**src/rtl/rtpf_pkg.sv**
```systemverilog
// ----------------------------------------------------------------------------
// rtpf_pkg
// Shared types and constants for the ring topology parent finder.
// ----------------------------------------------------------------------------
package rtpf_pkg;

   localparam int CNT_W    = 9;    // slave number width
   localparam int PCNT_W   = 3;    // port count width
   localparam int MASK_W   = 4;    // port mask width
   localparam int PARENT_W = 8;    // parent number width on the port
   localparam int BAL_W    = 12;   // signed walk-back balance
   localparam int NPORTS   = 4;
   localparam int LINK_W   = 16;
   localparam int RSP_W    = 24;

   localparam logic [CNT_W-1:0]  COUNTER_MAX  = 9'd511;
   localparam logic [1:0]        PORT_OPEN_UP = 2'b10;
   localparam int                PORT_LSB     = 8;

   // port count codes seen during the walk back
   localparam logic [PCNT_W-1:0] PC_END_OF_LINE = 3'd1;
   localparam logic [PCNT_W-1:0] PC_SPLIT       = 3'd3;
   localparam logic [PCNT_W-1:0] PC_CROSS       = 3'd4;

   typedef enum logic [1:0] {
      ST_IDLE,
      ST_SEARCH,
      ST_DONE
   } state_type;

   typedef struct packed {
      logic accept;     // take the input transaction
      logic step;       // table read / evaluate step
      logic load_out;   // move the result into the output register
   } cmd_type;

   typedef struct packed {
      logic need_search;
      logic found;
      logic out_free;
   } status_type;

endpackage

```
**src/rtl/rtpf_ram.sv**
```systemverilog
// ----------------------------------------------------------------------------
// rtpf_ram
// Generic single-write, single-read RAM with registered read data.
// ----------------------------------------------------------------------------
module rtpf_ram #(
   parameter int WIDTH = 3,
   parameter int DEPTH = 256
) (
   input  logic                     clock,
   input  logic                     wr_en,
   input  logic [$clog2(DEPTH)-1:0] wr_addr,
   input  logic [WIDTH-1:0]         wr_data,
   input  logic                     rd_en,
   input  logic [$clog2(DEPTH)-1:0] rd_addr,
   output logic [WIDTH-1:0]         rd_data
);

   logic [WIDTH-1:0] mem [DEPTH];
   logic [WIDTH-1:0] rd_data_ff;

   always_ff @(posedge clock) begin
      if (wr_en) begin
         mem[wr_addr] <= wr_data;
      end
      if (rd_en) begin
         rd_data_ff <= mem[rd_addr];
      end
   end

   assign rd_data = rd_data_ff;

endmodule

```
**src/rtl/rtpf_ctrl.sv**
```systemverilog
// ----------------------------------------------------------------------------
// rtpf_ctrl
// Controller: sequences accept, parent walk back and result hand-off.
// ----------------------------------------------------------------------------
module rtpf_ctrl (
   input  logic                clock,
   input  logic                reset,
   input  logic                req_tvalid,
   output logic                req_tready,
   input  rtpf_pkg::status_type sts,
   output rtpf_pkg::cmd_type    cmd
);

   rtpf_pkg::state_type state_ff;
   rtpf_pkg::state_type state_in;

   always_ff @(posedge clock) begin
      if (reset) begin
         state_ff <= rtpf_pkg::ST_IDLE;
      end else begin
         state_ff <= state_in;
      end
   end

   always_comb begin
      state_in = state_ff;
      case (state_ff)
         rtpf_pkg::ST_IDLE: begin
            if (req_tvalid) begin
               state_in = sts.need_search ? rtpf_pkg::ST_SEARCH : rtpf_pkg::ST_DONE;
            end
         end
         rtpf_pkg::ST_SEARCH: begin
            if (sts.found) begin
               state_in = rtpf_pkg::ST_DONE;
            end
         end
         rtpf_pkg::ST_DONE: begin
            if (sts.out_free) begin
               state_in = rtpf_pkg::ST_IDLE;
            end
         end
         default: begin
            state_in = rtpf_pkg::ST_IDLE;
         end
      endcase
   end

   always_comb begin
      cmd        = '0;
      req_tready = 1'b0;
      case (state_ff)
         rtpf_pkg::ST_IDLE: begin
            req_tready = 1'b1;
            cmd.accept = req_tvalid;
         end
         rtpf_pkg::ST_SEARCH: begin
            cmd.step = 1'b1;
         end
         rtpf_pkg::ST_DONE: begin
            cmd.load_out = sts.out_free;
         end
         default: begin
            cmd = '0;
         end
      endcase
   end

endmodule

```
**src/rtl/rtpf_dpath.sv**
```systemverilog
// ----------------------------------------------------------------------------
// rtpf_dpath
// Datapath: port decode, slave counter, port count table, walk-back
// evaluator and output register.
// ----------------------------------------------------------------------------
module rtpf_dpath #(
   parameter int MAX_SLAVES = 256
) (
   input  logic                               clock,
   input  logic                               reset,
   input  rtpf_pkg::cmd_type                  cmd,
   output rtpf_pkg::status_type               sts,
   input  logic [rtpf_pkg::LINK_W-1:0]        link_status,
   input  logic                               scan_start,
   output logic                               rsp_valid,
   input  logic                               rsp_ready,
   output logic [rtpf_pkg::RSP_W-1:0]         rsp_data,
   output logic                               rsp_overflow
);

   localparam int AW = $clog2(MAX_SLAVES);

   localparam int CW = rtpf_pkg::CNT_W;
   localparam int PW = rtpf_pkg::PCNT_W;
   localparam int BW = rtpf_pkg::BAL_W;

   // input decode
   logic [PW-1:0]               count_dec;
   logic [rtpf_pkg::MASK_W-1:0] mask_dec;
   logic [CW-1:0]               cnt_next;
   logic                        stored;

   always_comb begin
      count_dec = '0;
      mask_dec  = '0;
      for (int n = 0; n < rtpf_pkg::NPORTS; n++) begin
         if (link_status[rtpf_pkg::PORT_LSB + 2*n +: 2] == rtpf_pkg::PORT_OPEN_UP) begin
            count_dec   = count_dec + PW'(1);
            mask_dec[n] = 1'b1;
         end
      end
   end

   logic [CW-1:0] cnt_ff;

   always_comb begin
      if (scan_start) begin
         cnt_next = CW'(1);
      end else if (cnt_ff < rtpf_pkg::COUNTER_MAX) begin
         cnt_next = cnt_ff + CW'(1);
      end else begin
         cnt_next = cnt_ff;
      end
   end

   assign stored = (32'(cnt_next) < 32'(MAX_SLAVES));

   // item registers
   logic [PW-1:0]               count_ff;
   logic [rtpf_pkg::MASK_W-1:0] mask_ff;
   logic                        ovf_ff;
   logic [CW-1:0]               parent_ff;

   // walk-back registers
   logic [CW-1:0]        idx_ff;
   logic [CW-1:0]        eval_idx_ff;
   logic                 rd_valid_ff;
   logic signed [BW-1:0] bal_ff;

   // table
   logic [31:0]   wr_ext;
   logic [31:0]   rd_ext;
   logic [AW-1:0] wr_addr;
   logic [AW-1:0] rd_addr;
   logic [PW-1:0] rd_data;

   assign wr_ext  = 32'(cnt_next);
   assign rd_ext  = 32'(idx_ff);
   assign wr_addr = wr_ext[AW-1:0];
   assign rd_addr = rd_ext[AW-1:0];

   rtpf_ram #(
      .WIDTH (PW),
      .DEPTH (MAX_SLAVES)
   ) u_table (
      .clock   (clock),
      .wr_en   (cmd.accept && stored),
      .wr_addr (wr_addr),
      .wr_data (count_dec),
      .rd_en   (cmd.step),
      .rd_addr (rd_addr),
      .rd_data (rd_data)
   );

   // evaluate the entry that came back from the table
   logic signed [BW-1:0] delta;
   logic signed [BW-1:0] bal_next;
   logic                 match;

   always_comb begin
      case (rd_data)
         rtpf_pkg::PC_END_OF_LINE: delta = -BW'(1);
         rtpf_pkg::PC_SPLIT:       delta = BW'(1);
         rtpf_pkg::PC_CROSS:       delta = BW'(2);
         default:                  delta = '0;
      endcase
   end

   assign bal_next = bal_ff + delta;
   assign match    = ((!bal_next[BW-1]) && (rd_data > PW'(1))) || (eval_idx_ff == CW'(1));

   always_ff @(posedge clock) begin
      if (reset) begin
         cnt_ff      <= '0;
         rd_valid_ff <= 1'b0;
      end else begin
         if (cmd.accept) begin
            cnt_ff      <= cnt_next;
            rd_valid_ff <= 1'b0;
         end else if (cmd.step) begin
            rd_valid_ff <= 1'b1;
         end
      end
   end

   always_ff @(posedge clock) begin
      if (cmd.accept) begin
         count_ff  <= count_dec;
         mask_ff   <= mask_dec;
         ovf_ff    <= !stored;
         parent_ff <= '0;
         idx_ff    <= cnt_next - CW'(1);
         bal_ff    <= '0;
      end else if (cmd.step) begin
         eval_idx_ff <= idx_ff;
         // addresses run ahead of evaluation by one read
         idx_ff      <= (idx_ff == '0) ? idx_ff : idx_ff - CW'(1);
         if (rd_valid_ff) begin
            bal_ff <= bal_next;
            if (match) begin
               parent_ff <= eval_idx_ff;
            end
         end
      end
   end

   assign sts.need_search = stored && (cnt_next > CW'(1));
   assign sts.found       = rd_valid_ff && match;

   // output register
   logic                       out_valid_ff;
   logic [rtpf_pkg::RSP_W-1:0] out_data_ff;
   logic                       out_ovf_ff;

   assign sts.out_free = !out_valid_ff || rsp_ready;

   always_ff @(posedge clock) begin
      if (reset) begin
         out_valid_ff <= 1'b0;
      end else if (cmd.load_out) begin
         out_valid_ff <= 1'b1;
      end else if (rsp_ready) begin
         out_valid_ff <= 1'b0;
      end
   end

   always_ff @(posedge clock) begin
      if (cmd.load_out) begin
         out_data_ff <= {parent_ff[rtpf_pkg::PARENT_W-1:0], mask_ff, count_ff, cnt_ff};
         out_ovf_ff  <= ovf_ff;
      end
   end

   assign rsp_valid    = out_valid_ff;
   assign rsp_data     = out_data_ff;
   assign rsp_overflow = out_ovf_ff;

   // an overflowed slave never reports a parent
   a_ovf_no_parent: assert property (@(posedge clock) disable iff (reset)
      out_valid_ff && out_ovf_ff |-> out_data_ff[23:16] == '0)
      else $error("overflow result carries a parent");

   // the walk back stops at slave 1 at the latest
   a_walk_floor: assert property (@(posedge clock) disable iff (reset)
      cmd.step && rd_valid_ff |-> eval_idx_ff != '0)
      else $error("walk back evaluated slave 0");

   // a parent always precedes its slave
   a_parent_before: assert property (@(posedge clock) disable iff (reset)
      out_valid_ff && !out_ovf_ff && out_data_ff[8:0] > CW'(1)
      |-> {1'b0, out_data_ff[23:16]} < out_data_ff[8:0])
      else $error("parent not ahead of slave");

   // after a match the search stops stepping
   a_found_in_search: assert property (@(posedge clock) disable iff (reset)
      sts.found && cmd.step |=> !rd_valid_ff || cmd.load_out || !cmd.step)
      else $error("search kept stepping after a match");

endmodule

```
**src/rtl/ring_topology_parent_finder_unit.sv**
```systemverilog
// ----------------------------------------------------------------------------
// ring_topology_parent_finder_unit
// Per-slave port decode and parent search over the stored port counts.
//
//   channel | direction | tdata                        | tuser
//   --------+-----------+------------------------------+-------------
//   req     | in        | link_status                  | scan_start
//   rsp     | out       | slave, count, mask, parent   | overflow
//
// Slave 1 and an overflowed slave need no walk back; any other slave walks
// back over the earlier slaves. The single read port of the port count
// table sets the pace: one stored entry is examined per cycle.
// Reset clears the slave counter and the control state; the table is not
// cleared. A stalled rsp holds the result and blocks the next transaction
// only once the next result is ready.
// ----------------------------------------------------------------------------
module ring_topology_parent_finder_unit #(
   parameter int MAX_SLAVES = 256
) (
   input  logic        clock,
   input  logic        reset,
   input  logic        req_tvalid,
   output logic        req_tready,
   input  logic [15:0] req_tdata,   // link_status[15:0]
   input  logic        req_tuser,   // scan_start
   output logic        rsp_tvalid,
   input  logic        rsp_tready,
   output logic [23:0] rsp_tdata,   // slave_number[8:0], port_count[11:9],
                                    // port_mask[15:12], parent_number[23:16]
   output logic        rsp_tuser    // overflow
);

   rtpf_pkg::cmd_type    cmd;
   rtpf_pkg::status_type sts;

   rtpf_ctrl u_ctrl (
      .clock      (clock),
      .reset      (reset),
      .req_tvalid (req_tvalid),
      .req_tready (req_tready),
      .sts        (sts),
      .cmd        (cmd)
   );

   rtpf_dpath #(
      .MAX_SLAVES (MAX_SLAVES)
   ) u_dpath (
      .clock        (clock),
      .reset        (reset),
      .cmd          (cmd),
      .sts          (sts),
      .link_status  (req_tdata),
      .scan_start   (req_tuser),
      .rsp_valid    (rsp_tvalid),
      .rsp_ready    (rsp_tready),
      .rsp_data     (rsp_tdata),
      .rsp_overflow (rsp_tuser)
   );

endmodule
```
**config.mk**
```make
export PLATFORM = sky130hd
export DESIGN_NAME = ring_topology_parent_finder_unit
export DESIGN_NICKNAME = d
export VERILOG_FILES = /design/src/rtl/rtpf_pkg.sv /design/src/rtl/rtpf_ram.sv /design/src/rtl/rtpf_ctrl.sv /design/src/rtl/rtpf_dpath.sv /design/src/rtl/ring_topology_parent_finder_unit.sv
export SDC_FILE = /design/constraint.sdc
export NUM_CORES = 1
export LEC_CHECK = 0
export ABC_AREA = 0
export BUFFER_PORTS_ARGS = -buffer_cell sky130_fd_sc_hd__buf_2
export CORE_ASPECT_RATIO = 1.1
export CORE_MARGIN = 2
export CORE_UTILIZATION = 63
export CTS_CLUSTER_SIZE = 30
export DETAILED_ROUTE_END_ITERATION = 10
export GPL_TIMING_DRIVEN = 1
export PLACE_DENSITY = 0.8
export REMOVE_ABC_BUFFERS = 1
export SYNTH_ARGS = -nofsm -noshare
export SYNTH_HDL_FRONTEND = slang
export SYNTH_SLANG_ARGS = --single-unit
```
**constraint.sdc**
```tcl
create_clock -name clock -period 16.49 [get_ports clock]
set_clock_uncertainty 0.15 [all_clocks]
set_input_delay 3.298 -clock clock [delete_from_list [all_inputs] [get_ports clock]]
set_output_delay 3.298 -clock clock [all_outputs]
set_load 0.01 [all_outputs]
```
==> summary.txt <==
Place
  • RePlAce Congestion: 0.9024
  • Post-Place Cells: 2777
  • I/O Buffers: 39
  • HPWL Detailed: 46.91 mm
  • Post-DP Area: 0.03586 mm²

Critical path
  • WS Path Type: primary input to flop
  • Critical-path maximum fanout: 137
  • Critical Path End Type: flop
  • CP Data Required Time: 16590 ps
  • CP Launch Type: primary input
  • WP data arrival: 6450 ps

Outcome
  • Status: completed

Route
  • Pre-antenna DRT Iters: 6
  • DR WL/cell: 28.91 µm
  • Starting DRT DRC Count: 2692
  • Vias: 19900
  • Detail Route Antenna Nets: 0
  • Total Routed Length: 84.55 mm
  • Number of vias per cell: roughly 7
  • Residual DRC count: 0

Yosys
  • Multiplexer share of the synthesized area: 12.52%
  • Asr flop ratio synth: 0%
  • Post-synth top flop: edfxtp_1
  • Synth Area in Simple Gates: about 6.7%
  • Sequential share of the synthesized area: 72.04%
  • Netlist cell types: 76
  • Most frequent cell after synthesis: edfxtp_1
  • Leading area contributor after synthesis: edfxtp_1
  • Synth Cell Area: 0.03518 mm²
  • Largest family of logic cells by synthesized area: multiplexers
  • Mapped Avg Cell Area: approximately 17 µm²
  • Top post-synthesis cells by area: edfxtp_1 (70%), mux4_2 (8.5%), nor2_1 (3.4%)
  • Post-synth top area share: 70.16%
  • Post-synthesis adder-cell area fraction: 0.8037%
  • YS warnings: 0
  • EDFF count, synth: 822
  • #FFs+latches synth: 855
  • Synth top cells by count: edfxtp_1 (822), nor2_1 (315), mux4_2 (133)
  • Compound-Gate Fraction of Synth Area: 4.872%
  • Gate Count Post-Synth: 2095
  • XOR/XNOR Fraction of Synth Area: less than 1%

Clock tree
  • H-tree depth: 3
  • Max clock buf depth: 3
  • Post-CTS Repair Setup Buffers: 0
  • Post-CTS Hold Buffers: 0
  • Clock Latency Late Sink: 630 ps
  • CTS Buf Count: 81
  • TritonCTS clock tree: yes
  • Clk pin slew, worst setup/hold paths: around 60 ps
  • Clk sinks: 855
  • Root Driver: clkbuf_16
  • Post-CTS sizing: 0

Floorplan
  • Die Footprint: a little under 0.06 mm²
  • Row cnt: 90
  • Die Ht: about 250 µm
  • Starting density of the core: a little under two thirds
  • Chip Width: 229.3 µm
  • Core ar.: approximately 0.055 mm²
  • IO Pins: 48

Timing
  • Worst Max-Slew Pin Slew: around 1300 ps
  • Crit share post-route: 38.54%
  • Hold Violations, Final: 0
  • Worst slew margin: a little under an eighth
  • Slew Limit Fails: 0
  • Setup violations, final: 0
  • Worst hold margin: between 200 and 300 ps
  • Min Tclk post-route: 6355 ps
  • Fmax: ~0.16 GHz
  • RSZ-0062 raised after global routing: false
  • Post-route setup TNS: 0 ps

Layout
  • P&R area growth vs syn: 9.086%
  • Final Cell Area: 0.03838 mm²
  • Antenna diode count: 0
  • Final core occ: 69.70%
  • Final Net Count: 2167
  • Post-route non-filler standard cell count: 2924
  • Share of post-route cells with drive strength above 1: 15.68%

Power
  • VDD IR max: 77.43 µV
  • PD cells: 129.0 mW/mm²
  • Leakage power: around 11 nW

Global route
  • Total global-route track usage: around 30%
  • Initial antenna violation count: 1
  • Largest net degree at the start of global routing: roughly 260
  • Global-route wire length before repair: between 100 and 150 mm
  • Vias in the first global route: about 20000
  • GR Overflow Total: 0

Min path
  • HP Class: flop to flop

Job
  • Max Cap Viol: 0
==> cells in the final DEF, fill, tap and decap left out, types with 5 or more instances in the layout <==
cell,n
edfxtp_1,822
nor2_1,314
mux4_2,133
mux2i_1,116
nand2_1,95
clkbuf_16,85
a21oi_1,47
buf_2,39
dfxtp_1,33
a22oi_1,32
o21ai_0,31
a221oi_1,28
buf_4,28
clkbuf_1,25
inv_1,22
nor3_1,21
ha_1,21
nand3_1,19
a22o_1,18
xnor2_1,18
nand2b_1,17
nor2b_1,15
clkinv_1,14
a31oi_1,13
and3_1,10
nand4_1,9
a211oi_1,9
nand2_2,9
clkinv_2,9
o211ai_1,8
mux2_2,7
and2_1,6
o22ai_1,6
mux4_1,6
or3_1,6
o2111ai_1,5
==> logic make-up (layout without fill, tap and decap cells) <==
| logic type | Yosys count | after routing |
|---|---|---|
| AO/OA/AOI/OAI | 240 | 240 |
| XOR/XNOR | 24 | 24 |
| adder cells (fa/ha/maj) | 22 | 22 |
| buffers and inverters | 147 | 240 |
| flip-flops | 855 | 855 |
| multiplexers | 263 | 263 |
| AND/OR/NAND/NOR | 544 | 544 |
==> state kept, by name, summed over array words and instances, names as in the netlist, 4 cells and up <==
| name | flops |
|---|---|
| u_dpath.u_table.mem | 768 |
| u_dpath.rsp_data | 24 |
| u_dpath.bal_ff | 12 |
| u_dpath.cnt_ff | 9 |
| u_dpath.eval_idx_ff | 9 |
| u_dpath.idx_ff | 9 |
| u_dpath.parent_ff | 8 |
| u_dpath.mask_ff | 4 |
==> worst paths after layout <==
kind / startpoint / to / cells past startpoint / slack [ps]
max reg2reg: u_dpath.idx_ff[0]$_DFFE_PP_ / u_dpath.u_table.rd_data[2]$_DFFE_PP_ / 10 / 11210
max: req_tdata[8] / u_dpath.u_table.mem[171][1]$_DFFE_PP_ / 7 / 10130
min reg2reg: u_dpath.count_ff[2]$_DFFE_PP_ / u_dpath.rsp_data[11]$_DFFE_PP_ / 0 / 270
min: u_dpath.count_ff[2]$_DFFE_PP_ / u_dpath.rsp_data[11]$_DFFE_PP_ / 0 / 270
==> power breakdown <==
part / internal [mW] / switching [mW]
sequential: 2.45 / 0.0223
clock: 1.01 / 0.777
combinational: 0.236 / 0.460
total: 3.69 / 1.26
==> layer usage <==
| layer | share of wire [%] | global-route usage (%) | up-vias |
|---|---|---|---|
| met5 | 0.011 | 0 | - |
| met3 | 11 | 6.363 | 292 |
| li1 | - | - | 8286 |
| met4 | 5.8 | 16.05 | 2 |
| met1 | 35 | 37.86 | 9996 |
| met2 | 48 | 48.20 | 1325 |
==> worst max-delay path, cell delays in order <==
cell      delay [ps]
buf_2             90
nand2b_1         150
ha_1             330
xnor2_1          470
ha_1             240
mux2_8           670
buf_4            980
==> metrics by stage <==
step	setup WS (ps)	power [mW]
floorplan	3983	3.045
global placement	9714	3.177
detailed placement	9554	3.194
CTS	10190	4.944
global route	9882	5.064
finish	10130	4.950
==> layout make-up <==
type                       instances  area [µm²]
sequential                       855       25340
fill                            3308       16690
multi-input combinational       1093        9031
clock buffer                     113        2262
tap                              736       920.9
timing repair buffer              71       485.5
clock inverter                    34       252.7
inverter                          22       82.58
(Power assumes the default switching activity.)
